`config.mk`:
```
export PLATFORM = sky130hd
export DESIGN_NAME = double_ended_queue_flat
export DESIGN_NICKNAME = d
export VERILOG_FILES = /design/src/rtl/deq_pkg.sv /design/src/rtl/deq_req_if.sv /design/src/rtl/deq_rsp_if.sv /design/src/rtl/deq_controller.sv /design/src/rtl/deq_datapath.sv /design/src/rtl/double_ended_queue.sv /design/src/flat_wrapper.sv
export VERILOG_INCLUDE_DIRS = /design/src /design/src/rtl
export SDC_FILE = /design/constraint.sdc
export NUM_CORES = 1
export LEC_CHECK = 0
export ABC_AREA = 0
export BUFFER_PORTS_ARGS = -buffer_cell sky130_fd_sc_hd__buf_2
export CORE_MARGIN = 2
export CORE_UTILIZATION = 60
export DETAILED_ROUTE_END_ITERATION = 10
export PLACE_DENSITY = 0.84
export SYNTH_ARGS = -nofsm -noshare
export SYNTH_HDL_FRONTEND = slang
export SYNTH_SLANG_ARGS = --single-unit
export TNS_END_PERCENT = 1
```
`constraint.sdc`:
```
create_clock -name clock -period 7.8 [get_ports clock]
set_input_delay 1.56 -clock clock [delete_from_list [all_inputs] [get_ports clock]]
set_output_delay 1.56 -clock clock [all_outputs]
set_load 0.005 [all_outputs]
```
`src/rtl/double_ended_queue_macros.svh`:
```
// Assertion macros shared by the double-ended queue RTL.
`ifndef DOUBLE_ENDED_QUEUE_MACROS_SVH
`define DOUBLE_ENDED_QUEUE_MACROS_SVH

// Check that a condition holds at every clock edge outside reset.
`define DEQ_ASSERT_ALWAYS(lbl, clk, rst, prop, msg) \
   lbl: assert property (@(posedge clk) disable iff (rst) (prop)) else $error(msg);

// Check that a condition in one cycle implies another in the next cycle.
`define DEQ_ASSERT_NEXT(lbl, clk, rst, ante, cons, msg) \
   lbl: assert property (@(posedge clk) disable iff (rst) (ante) |=> (cons)) \
      else $error(msg);

`endif

```
`src/rtl/deq_pkg.sv`:
```
// Types and constants shared by the double-ended queue modules.
package deq_pkg;

   localparam int ACTION_W = 2;
   localparam int VALUE_W  = 32;
   localparam int STATUS_W = 2;
   localparam int COUNT_W  = 5;

   typedef enum logic [ACTION_W-1:0] {
      ACT_PUSH_FRONT = 2'd0,
      ACT_PUSH_REAR  = 2'd1,
      ACT_POP_FRONT  = 2'd2,
      ACT_POP_REAR   = 2'd3
   } action_type;

   typedef enum logic [STATUS_W-1:0] {
      STAT_OK         = 2'd0,
      STAT_POP_EMPTY  = 2'd1,
      STAT_PUSH_FULL  = 2'd2
   } status_type;

   typedef enum logic [1:0] {
      ST_IDLE = 2'd0,
      ST_FILL = 2'd1,
      ST_RESP = 2'd2
   } state_type;

   // Commands from the controller to the datapath.
   typedef struct packed {
      logic step;   // perform the accepted item's action
      logic fill;   // load the cached end value from the read port
   } cmd_type;

   // Status from the datapath to the controller.
   typedef struct packed {
      logic need_fill;  // the pending pop leaves entries behind; refill a cached end
   } stat_type;

endpackage

```
`src/rtl/deq_req_if.sv`:
```
// Request channel: one action and its push value per item.
interface deq_req_if import deq_pkg::*; ();
   logic                valid;
   logic                ready;
   logic [ACTION_W-1:0] action;
   logic [VALUE_W-1:0]  push_value;

   modport source (output valid, output action, output push_value, input ready);
   modport sink   (input valid, input action, input push_value, output ready);
endinterface

```
`src/rtl/deq_rsp_if.sv`:
```
// Response channel: the result and queue status of one item.
interface deq_rsp_if import deq_pkg::*; ();
   logic                valid;
   logic                ready;
   logic [VALUE_W-1:0]  popped_value;
   logic [STATUS_W-1:0] status;
   logic [VALUE_W-1:0]  front_value;
   logic [VALUE_W-1:0]  rear_value;
   logic                empty_flag;
   logic [COUNT_W-1:0]  entry_count;

   modport source (output valid, output popped_value, output status, output front_value,
                   output rear_value, output empty_flag, output entry_count, input ready);
   modport sink   (input valid, input popped_value, input status, input front_value,
                   input rear_value, input empty_flag, input entry_count, output ready);
endinterface

```
`src/rtl/deq_controller.sv`:
```
// Sequencing state machine of the double-ended queue.
`include "double_ended_queue_macros.svh"

module deq_controller import deq_pkg::*; (
   input  logic     clock,
   input  logic     reset,
   input  logic     req_valid,
   output logic     req_ready,
   output logic     rsp_valid,
   input  logic     rsp_ready,
   input  stat_type stat,
   output cmd_type  cmd
);

   state_type state_ff, state_in;

   always_ff @(posedge clock) begin
      if (reset) begin
         state_ff <= ST_IDLE;
      end else begin
         state_ff <= state_in;
      end
   end

   always_comb begin
      state_in  = state_ff;
      req_ready = 1'b0;
      rsp_valid = 1'b0;
      cmd       = '0;
      unique case (state_ff)
         ST_IDLE: begin
            req_ready = 1'b1;
            if (req_valid) begin
               cmd.step = 1'b1;
               state_in = stat.need_fill ? ST_FILL : ST_RESP;
            end
         end
         ST_FILL: begin
            cmd.fill = 1'b1;
            state_in = ST_RESP;
         end
         ST_RESP: begin
            rsp_valid = 1'b1;
            if (rsp_ready) begin
               state_in = ST_IDLE;
            end
         end
         default: begin
            state_in = ST_IDLE;
         end
      endcase
   end

   `DEQ_ASSERT_ALWAYS(a_one_side_open, clock, reset, !(req_ready && rsp_valid), "request taken while a response is pending")
   `DEQ_ASSERT_NEXT(a_fill_then_resp, clock, reset, cmd.fill, rsp_valid, "refill not followed by a response")
   `DEQ_ASSERT_NEXT(a_resp_done_idle, clock, reset, rsp_valid && rsp_ready, req_ready, "not ready after a response was taken")

endmodule

```
`src/rtl/deq_datapath.sv`:
```
// Ring storage, pointers, count and cached end values of the double-ended queue.
`include "double_ended_queue_macros.svh"

module deq_datapath import deq_pkg::*; #(
   parameter int DEPTH      = 16,
   parameter int DATA_WIDTH = 32
) (
   input  logic                clock,
   input  logic                reset,
   input  cmd_type             cmd,
   output stat_type            stat,
   input  logic [ACTION_W-1:0] action_raw,
   input  logic [VALUE_W-1:0]  push_value,
   output logic [VALUE_W-1:0]  popped_value,
   output logic [STATUS_W-1:0] status,
   output logic [VALUE_W-1:0]  front_value,
   output logic [VALUE_W-1:0]  rear_value,
   output logic                empty_flag,
   output logic [COUNT_W-1:0]  entry_count
);

   localparam int AW = $clog2(DEPTH);
   localparam int CW = $clog2(DEPTH + 1);
   localparam logic [AW-1:0] LAST_IDX = AW'(DEPTH - 1);

   logic [DATA_WIDTH-1:0] ring_store_ff [DEPTH];
   logic [DATA_WIDTH-1:0] rd_data_ff;

   logic [AW-1:0]         head_ff, head_in, tail_ff, tail_in;
   logic [AW-1:0]         head_inc, head_dec, tail_inc, tail_dec;
   logic [AW-1:0]         wr_addr, rd_addr;
   logic [CW-1:0]         count_ff, count_in;
   logic [DATA_WIDTH-1:0] front_ff, front_in, rear_ff, rear_in;
   logic [DATA_WIDTH-1:0] popped_ff, popped_in, wr_data;
   status_type            status_ff, status_in;
   logic                  fill_front_ff, fill_front_in;
   logic                  wr_en, is_push, full, empty, refused;
   action_type            action;

   assign action   = action_type'(action_raw);
   assign is_push  = (action == ACT_PUSH_FRONT) || (action == ACT_PUSH_REAR);
   assign full     = (count_ff == CW'(DEPTH));
   assign empty    = (count_ff == '0);
   assign refused  = is_push ? full : empty;

   assign head_inc = (head_ff == LAST_IDX) ? '0 : head_ff + AW'(1);
   assign head_dec = (head_ff == '0) ? LAST_IDX : head_ff - AW'(1);
   assign tail_inc = (tail_ff == LAST_IDX) ? '0 : tail_ff + AW'(1);
   assign tail_dec = (tail_ff == '0) ? LAST_IDX : tail_ff - AW'(1);

   // A pop that leaves entries behind must fetch the new end from the store.
   assign stat.need_fill = !is_push && (count_ff >= CW'(2));
   assign rd_addr        = (action == ACT_POP_FRONT) ? head_inc : tail_dec;
   assign wr_data        = DATA_WIDTH'(push_value);

   always_comb begin
      head_in       = head_ff;
      tail_in       = tail_ff;
      count_in      = count_ff;
      front_in      = front_ff;
      rear_in       = rear_ff;
      popped_in     = popped_ff;
      status_in     = status_ff;
      fill_front_in = fill_front_ff;
      wr_en         = 1'b0;
      wr_addr       = head_dec;
      if (cmd.step) begin
         status_in = STAT_OK;
         popped_in = '0;
         if (refused) begin
            status_in = is_push ? STAT_PUSH_FULL : STAT_POP_EMPTY;
         end else begin
            unique case (action)
               ACT_PUSH_FRONT: begin
                  wr_en    = 1'b1;
                  wr_addr  = head_dec;
                  head_in  = head_dec;
                  count_in = count_ff + CW'(1);
                  front_in = wr_data;
                  if (empty) begin
                     rear_in = wr_data;
                  end
               end
               ACT_PUSH_REAR: begin
                  wr_en    = 1'b1;
                  wr_addr  = tail_inc;
                  tail_in  = tail_inc;
                  count_in = count_ff + CW'(1);
                  rear_in  = wr_data;
                  if (empty) begin
                     front_in = wr_data;
                  end
               end
               ACT_POP_FRONT: begin
                  popped_in     = front_ff;
                  head_in       = head_inc;
                  count_in      = count_ff - CW'(1);
                  fill_front_in = 1'b1;
               end
               ACT_POP_REAR: begin
                  popped_in     = rear_ff;
                  tail_in       = tail_dec;
                  count_in      = count_ff - CW'(1);
                  fill_front_in = 1'b0;
               end
            endcase
         end
      end
      if (cmd.fill) begin
         if (fill_front_ff) begin
            front_in = rd_data_ff;
         end else begin
            rear_in = rd_data_ff;
         end
      end
   end

   always_ff @(posedge clock) begin
      if (reset) begin
         head_ff  <= '0;
         tail_ff  <= LAST_IDX;
         count_ff <= '0;
      end else begin
         head_ff  <= head_in;
         tail_ff  <= tail_in;
         count_ff <= count_in;
      end
   end

   always_ff @(posedge clock) begin
      front_ff      <= front_in;
      rear_ff       <= rear_in;
      popped_ff     <= popped_in;
      status_ff     <= status_in;
      fill_front_ff <= fill_front_in;
   end

   always_ff @(posedge clock) begin
      if (wr_en) begin
         ring_store_ff[wr_addr] <= wr_data;
      end
      rd_data_ff <= ring_store_ff[rd_addr];
   end

   assign popped_value = VALUE_W'(popped_ff);
   assign status       = status_ff;
   assign empty_flag   = (count_ff == '0);
   assign front_value  = empty_flag ? '0 : VALUE_W'(front_ff);
   assign rear_value   = empty_flag ? '0 : VALUE_W'(rear_ff);
   assign entry_count  = COUNT_W'(count_ff);

   `DEQ_ASSERT_ALWAYS(a_count_bound, clock, reset, count_ff <= CW'(DEPTH), "entry count above depth")
   `DEQ_ASSERT_ALWAYS(a_empty_ptrs, clock, reset, (count_ff != '0) || (tail_inc == head_ff), "rear pointer out of step with front on empty")
   `DEQ_ASSERT_NEXT(a_push_grows, clock, reset, cmd.step && is_push && !full, count_ff == $past(count_ff) + CW'(1), "accepted push did not add an entry")

endmodule

```
`src/rtl/double_ended_queue.sv`:
```
// Top level of the bounded double-ended queue.
//
// A bounded double-ended queue of DEPTH entries of DATA_WIDTH bits, kept in a
// ring store addressed by front and rear pointers. Each request item pushes at
// the front or rear, or pops from the front or rear; each yields exactly one
// response item with the popped value (zero unless a pop succeeded), a status
// (ok, pop on empty, push on full), the front and rear values after the action
// (zero when empty), an empty flag and the entry count. A refused action leaves
// the queue unchanged. One item is in flight at a time: req.ready is high only
// while no response is pending. For pushes and refused actions the response
// appears in the cycle after the request is taken; a pop that leaves entries
// behind first passes a refill state, in which the new front or rear, fetched
// through the store's registered read port, is loaded into its cache register.
// The next request is taken in the cycle after the response is taken. Values
// wider than DATA_WIDTH are truncated on push; results are zero-extended or
// truncated to 32 bits.
module double_ended_queue import deq_pkg::*; #(
   parameter int DEPTH      = 16,
   parameter int DATA_WIDTH = 32
) (
   input logic        clock,
   input logic        reset,
   deq_req_if.sink    req_chan,
   deq_rsp_if.source  rsp_chan
);

   cmd_type  cmd;
   stat_type stat;

   // Sequence each item: take it, optionally refill a cached end, respond.
   deq_controller u_ctrl (
      .clock     (clock),
      .reset     (reset),
      .req_valid (req_chan.valid),
      .req_ready (req_chan.ready),
      .rsp_valid (rsp_chan.valid),
      .rsp_ready (rsp_chan.ready),
      .stat      (stat),
      .cmd       (cmd)
   );

   // Hold the store, pointers, count and the response registers.
   deq_datapath #(
      .DEPTH      (DEPTH),
      .DATA_WIDTH (DATA_WIDTH)
   ) u_dp (
      .clock        (clock),
      .reset        (reset),
      .cmd          (cmd),
      .stat         (stat),
      .action_raw   (req_chan.action),
      .push_value   (req_chan.push_value),
      .popped_value (rsp_chan.popped_value),
      .status       (rsp_chan.status),
      .front_value  (rsp_chan.front_value),
      .rear_value   (rsp_chan.rear_value),
      .empty_flag   (rsp_chan.empty_flag),
      .entry_count  (rsp_chan.entry_count)
   );

endmodule

```
`src/flat_wrapper.sv`:
```
// flat-port wrapper written by rule: the top's interface ports become plain ports
module double_ended_queue_flat import deq_pkg::*;
#(
   parameter int DEPTH      = 16,
   parameter int DATA_WIDTH = 32
)
  (clock, reset, req_chan_valid, req_chan_action, req_chan_push_value, req_chan_ready, rsp_chan_valid, rsp_chan_popped_value, rsp_chan_status, rsp_chan_front_value, rsp_chan_rear_value, rsp_chan_empty_flag, rsp_chan_entry_count, rsp_chan_ready);
  deq_req_if req_chan_i ();
  deq_rsp_if rsp_chan_i ();
  input logic clock;
  input logic reset;
  input wire logic [$bits(req_chan_i.valid)-1:0] req_chan_valid;
  input wire logic [$bits(req_chan_i.action)-1:0] req_chan_action;
  input wire logic [$bits(req_chan_i.push_value)-1:0] req_chan_push_value;
  output wire logic [$bits(req_chan_i.ready)-1:0] req_chan_ready;
  output wire logic [$bits(rsp_chan_i.valid)-1:0] rsp_chan_valid;
  output wire logic [$bits(rsp_chan_i.popped_value)-1:0] rsp_chan_popped_value;
  output wire logic [$bits(rsp_chan_i.status)-1:0] rsp_chan_status;
  output wire logic [$bits(rsp_chan_i.front_value)-1:0] rsp_chan_front_value;
  output wire logic [$bits(rsp_chan_i.rear_value)-1:0] rsp_chan_rear_value;
  output wire logic [$bits(rsp_chan_i.empty_flag)-1:0] rsp_chan_empty_flag;
  output wire logic [$bits(rsp_chan_i.entry_count)-1:0] rsp_chan_entry_count;
  input wire logic [$bits(rsp_chan_i.ready)-1:0] rsp_chan_ready;
  assign req_chan_i.valid = req_chan_valid;
  assign req_chan_i.action = req_chan_action;
  assign req_chan_i.push_value = req_chan_push_value;
  assign req_chan_ready = req_chan_i.ready;
  assign rsp_chan_valid = rsp_chan_i.valid;
  assign rsp_chan_popped_value = rsp_chan_i.popped_value;
  assign rsp_chan_status = rsp_chan_i.status;
  assign rsp_chan_front_value = rsp_chan_i.front_value;
  assign rsp_chan_rear_value = rsp_chan_i.rear_value;
  assign rsp_chan_empty_flag = rsp_chan_i.empty_flag;
  assign rsp_chan_entry_count = rsp_chan_i.entry_count;
  assign rsp_chan_i.ready = rsp_chan_ready;
  double_ended_queue #(.DEPTH(DEPTH), .DATA_WIDTH(DATA_WIDTH)) u_core (.clock(clock), .reset(reset), .req_chan(req_chan_i), .rsp_chan(rsp_chan_i));
endmodule
```
======== After elaboration in Yosys (flattened, before gate mapping) ========
Memory sizes are Yosys's and may differ from the RTL's. A register that Yosys moved wholly into a read port is not among the register bits.
Index checks and enable logic that the tools add are counted.
storage, ports and cells
  output and inout port bits .............. 106
  input bits .............................. 38
  logic and storage cells ................. 89
  RAM bits ................................ 512
  register bits ........................... 114
  memories kept ........................... 1
operators by class
  add/subtract/negate cells ............... 6
  bitwise logic cells ..................... 1
  reductions and logical operators ........ 18
  equal/unequal tests ..................... 10
  muxes and demuxes ....................... 43
  $lt $le $gt $ge ......................... 1
memories
  memory                     depth  bits a word  read ports  clocked after Yosys merged registers in  write ports  line                text
  u_core.u_dp.ring_store_ff  16     32           1           1                                        1            deq_datapath.sv:26  logic [DATA_WIDTH-1:0] ring_store_ff [DEPTH];
operators by type and width
  kind                                                               number
  two-way mux 32 bit                                                 12
  case mux 32 bit (2 select lines)                                   3
  two-way mux 4 bit                                                  8
  case mux 4 bit (2 select lines)                                    2
  two-way mux 1 bit                                                  11
  case mux 5 bit (2 select lines)                                    1
  AND reduction 3 bit                                                3
  adder 4 x 1 -> 4 bit, second input constant                        2
  equality test 4 bit, second input constant                         2
  zero test 4 bit                                                    2
  two-way mux 2 bit                                                  4
  subtractor 4 x 1 -> 4 bit, second input constant                   2
  equality test 2 bit, second input constant                         3
  case mux 2 bit (3 select lines)                                    1
  nonzero test 2 bit                                                 3
  adder 5 x 1 -> 5 bit, second input constant                        1
  equality test 5 bit, second input constant                         1
  greater-or-equal comparator 5 x 2 -> 1 bit, second input constant  1
  zero test 5 bit                                                    1
  subtractor 5 x 1 -> 5 bit, second input constant                   1
  equality test 2 x 1 -> 1 bit, second input constant                2
  zero test 2 bit                                                    2
  != test 2 bit, second input constant                               2
  AND reduction 2 bit                                                2
  other kinds (6)                                                    7

======== Depth between registers and ports, before layout ========
  depth in word-level cells ............... 7
  mapped depth ............................ 12
  depth with buffers taken out ............ 8

======== By module ========
A second synthesis with hierarchy kept.
second synthesis, totals
  cell total of the unflattened synthesis .. 1568
  area, all modules ....................... 25837.3 um^2
modules (own cells, without submodules)
  module          area each (um^2)  instances  cells an instance  seq. area each (um^2)
  deq_datapath    25733.4           1          1558               18607.8
  deq_controller  103.8             1          10                 40.0

======== Least setup slack after synthesis ========
OpenSTA, ideal clock, no wires.
  kind .................................... input to register
  start ................................... in req_chan_valid
  end ..................................... mem u_core.u_dp.ring_store_ff[9][0] (enable)
  cell stages on the path ................. 6
  data required time ...................... 7.339 ns
  setup slack ............................. 2.123 ns
  arrival ................................. 5.216 ns
  library setup time ...................... 0.461 ns
  buffers on the path ..................... 1
  cells stage by stage .................... or3b_1 -> buf_2 -> a2111oi_4 -> mux2i_1 -> nand2_1 -> nor3_1
between the ends
  longest elaborated chain between the ends .. 5
  elaborated cells between the ends (all ways) .. 6
  those cells by class .................... 6 x mux
RTL lines
  item                                     line                  text
  start, declared                          flat_wrapper.sv:12    input wire logic [$bits(req_chan_i.valid)-1:0] req_chan_valid;
  two-way mux 1 bit *                      deq_controller.sv:33  if (req_valid) begin
  two-way mux 1 bit *                      deq_controller.sv:30  unique case (state_ff)
  two-way mux 1 bit                        deq_datapath.sv:67    if (cmd.step) begin
  two-way mux 1 bit                        deq_datapath.sv:139   if (wr_en) begin
  two-way mux 1 bit (not written as such)  deq_datapath.sv:140   ring_store_ff[wr_addr] <= wr_data;
  end, declared                            deq_datapath.sv:26
Mark *: on every way between the ends. The rest lies on a longest branch, timed or not.

======== Worst setup path in the final report ========
  start ................................... reg u_core.u_dp.count_ff[0], in the netlist u_core.u_dp.entry_count[0]
  end ..................................... out rsp_chan_front_value[4]
between the ends
  longest elaborated chain between the ends .. 2
RTL lines
  item                    line                 text
  start, declared         deq_datapath.sv:32   logic [CW-1:0] count_ff, count_in;
  start signal, assigned  deq_datapath.sv:126  count_ff <= count_in;
  zero test 5 bit         deq_datapath.sv:147  assign empty_flag = (count_ff == '0);
  two-way mux 32 bit      deq_datapath.sv:148  assign front_value = empty_flag ? '0 : VALUE_W'(front_ff);
  end, declared           flat_wrapper.sv:19   output wire logic [$bits(rsp_chan_i.front_value)-1:0] rsp_chan_front_value;
No other way between the ends.

==> out/metrics.cfg <==
[status]
status = complete, no violations

[floorplanning]
die_area_um2 = 46000
io-pin-count = 144
die_height_um = 214
die_w_um = 214
core_um2 = 43900
rows = 77
initial_core_util_pct = 60.5

[placement]
gp_congestion = 0.843
detailed_place_hpwl_um = 32300
port_buffers = 143

[power]
powerDensity_nw_per_um2 = 312
p_clk_share_pct = 33.6
leakage_nw = 11.3
p_sw_share_pct = 27.0
pwr-share-comb_pct = 19.3
p_switching_mw = 2.54
ir_worst_vdd_v = 0.000283
internal_power_mw = 6.86
power_frac_seq_pct = 47.0

[global_routing]
antenna_found_initial = 0
grt_pass1_wl_um = 88000
grt_max_degree = 128
gr-usage-all-layers_pct = 25.2
grt_pass1_vias = 15073
grt_overflow = 0

[clock_tree]
clock_sinks = 658
cts_tree = yes
postCtsSetupRepairBufs = 0
hold_buffers = 0
cts_max_path_buffers = 3
insertion_delay_ns = 0.58
clk_pin_slew_ns = 0.06
htree_levels = 3
cts_buffers = 67
cts_resized = 0
clock-root-buffer = clkbuf_16

[layout]
ff_latch_area_um2 = 18600
layout_commonest_cell = edfxtp_1
layout_common_cells = edfxtp_1, mux2i_1, buf_2
synthToLayoutAreaGrowth_pct = 13.2
drive_gt1_share_pct = 20.3
fillers = 2735
antenna_cells = 0
final_nets = 1794
multi_input_area_um2 = 7590

[detailed_routing]
vias = 14630
post_drt_wl_per_cell_um = 24.1
firstDrtPassIters = 7
ant_nets = 0
wl_met2_um = 29000
wl_met1_um = 22900
drtIter0Drc = 1391
wl_met3_um = 4140
highest_layer = met4
vias_per_cell = 6.12
post-route-drc-count = 0
drt-total-wl_um = 57600

[yosys]
synth_edf_count = 547
syn_nets = 1658
dominantRegCellSynth = edfxtp_1
syn_inst = 1612
synth_area_um2 = 26600
yosysSeqAreaShare_pct = 70.2
synth-seq-cells = 658
ys_types = 58
syn_avg_cell_area_um2 = 16.5
ys.warnings.count = 0
ys_async_sr_fraction_pct = 0

[critical_path]
path_cells = nor4_4 > nor2b_4 > buf_4 > nor2b_1 > buf_2
arrival_ns = 3.29
worstSetupPathType = reg -> out
ff2ff_path_depth = 6
timing.rr.start = u_core.u_ctrl.state_ff[1]
slowest_delay_ns = 0.90
endpoint_kind = output port
worstPathRequired_ns = 6.24
r2r-end = u_core.u_dp.ring_store_ff[12][28]
start_kind = flop
r2r_setup_slack_ns = 3.70
slowest_stage = nor2b_4
path_max_fanout = 36

[timing]
max_freq_ghz = 0.206
slew_headroom_pct = 14.1
tns_ns = 0
drv_slew = 0
period_share_pct = 62.1
setup_viol = 0
fin_crit_ns = 4.85
hold_violations = 0
fin_skew_ns = 0.0329
worst_pin_slew_ns = 1.28
worst_hold_slack_ns = 0.452
rsz0062_at_grt = no

[min_path]
min_path_cells = 2
min_to = u_core.u_dp.rear_ff[3]
min_from = u_core.u_dp.rd_data_ff[3]
hold_path_class = reg -> reg

[flow_run]
drv_cap = 0

## logic make-up after synthesis
family	count (synthesis)	synth area share, %
xor+xnor	11	0.363
simple gates	259	4.90
buf+inv	108	1.95
compound gates	153	3.63
mux	415	18.6
flops	658	70.2
fa+ha+maj	8	0.405
## worst max-delay path: cells and delay by family, from the launching register on
family	cells	cell delay, ns
buffers and inverters	2	0.71
DFF	1	0.41
and+or+nand+nor	3	1.55
## sequential cells by signal, summed over array words and instances (netlist names)
signal,cells
u_core.u_dp.rear_ff,32
u_core.u_dp.front_ff,32
u_core.u_dp.status,2
u_core.u_ctrl.state_ff,2
u_core.u_dp.head_ff,4
u_core.u_dp.popped_value,32
u_core.u_dp.ring_store_ff,512
u_core.u_dp.tail_ff,4
u_core.u_dp.entry_count,5
u_core.u_dp.rd_data_ff,32
u_core.u_dp.fill_front_ff,1
## how the worst max path moves through the flow
| stage | depth (start not counted) | from | slack, ns | endpoint |
|---|---|---|---|---|
| after floorplan | 6 | req_chan_valid | 2.12 | u_core.u_dp.ring_store_ff[9][0] |
| after global placement | 7 | req_chan_valid | 2.60 | u_core.u_dp.ring_store_ff[15][8] |
| after detailed placement | 7 | req_chan_valid | 2.44 | u_core.u_dp.ring_store_ff[12][3] |
| after CTS | 5 | u_core.u_dp.entry_count[0] | 2.98 | rsp_chan_rear_value[4] |
| after global routing | 7 | req_chan_valid | 2.76 | u_core.u_dp.ring_store_ff[12][29] |
| final | 5 | u_core.u_dp.entry_count[0] | 2.95 | rsp_chan_front_value[4] |
## final cells by class
| class | count | area share, % |
|---|---|---|
| Timing Repair Buffer | 165 | 2.97 |
| Clock buffer | 82 | 5.97 |
| Clock inverter | 39 | 1.22 |
| Multi-Input combinational cell | 846 | 25.3 |
| Sequential cell | 658 | 62.0 |
| Inverter | 10 | 0.125 |
| Tap cell | 592 | 2.46 |
## cells in the mapped netlist, types with 5 or more instances
cell type,number,share of area (%)
nor2_1,92,1.3
dfxtp_1,111,8.4
and2_1,5,0.12
ha_1,7,0.33
buf_2,46,0.87
nand3_1,5,0.094
buf_1,6,0.085
o21ai_1,13,0.24
inv_1,9,0.13
mux2i_1,351,13
clkbuf_1,36,0.51
mux4_2,62,5.3
nor3_1,11,0.21
a211oi_1,5,0.14
nand2_1,50,0.71
xnor2_1,7,0.23
nor2b_1,67,1.6
edfxtp_1,547,62
and3_1,5,0.12
a22oi_1,32,0.90
o21ai_0,28,0.53
a21oi_1,45,0.85
a31oi_1,7,0.16
nand3b_1,5,0.14
## power groups by stage
stage          clock network, mW  registers, mW  logic, mW
5_1_grt                     3.34           4.45       1.97
2_1_floorplan                  0           4.40       1.21
6_report                    3.16           4.42       1.82
3_3_place_gp                   0           4.46       1.74
4_1_cts                     3.19           4.41       1.82
3_5_place_dp                   0           4.48       1.80
## stage by stage
| stage | setup WS (ns) | utilization, % | total power [mW] | std cells | cell area (µm²) |
|---|---|---|---|---|---|
| finish | 2.95 | 68.5 | 9.39 | 2392 | 30100 |
| CTS | 2.98 | 68.5 | 9.43 | 2392 | 30100 |
| floorplan | 2.12 | - | 5.61 | 1612 | 26600 |
| global placement | 2.60 | 63.5 | 6.20 | 2271 | 27900 |
| global route | 2.76 | 68.5 | 9.76 | 2392 | 30100 |
| detailed placement | 2.44 | 63.5 | 6.28 | 2271 | 27900 |
## routing by layer
metal  GRT usage, %  vias up
met5              0        -
met2           42.7      583
met4           8.89        0
met1           33.0     7474
met3           4.74      102
li1               -     6471
(Power assumes the default switching activity.)
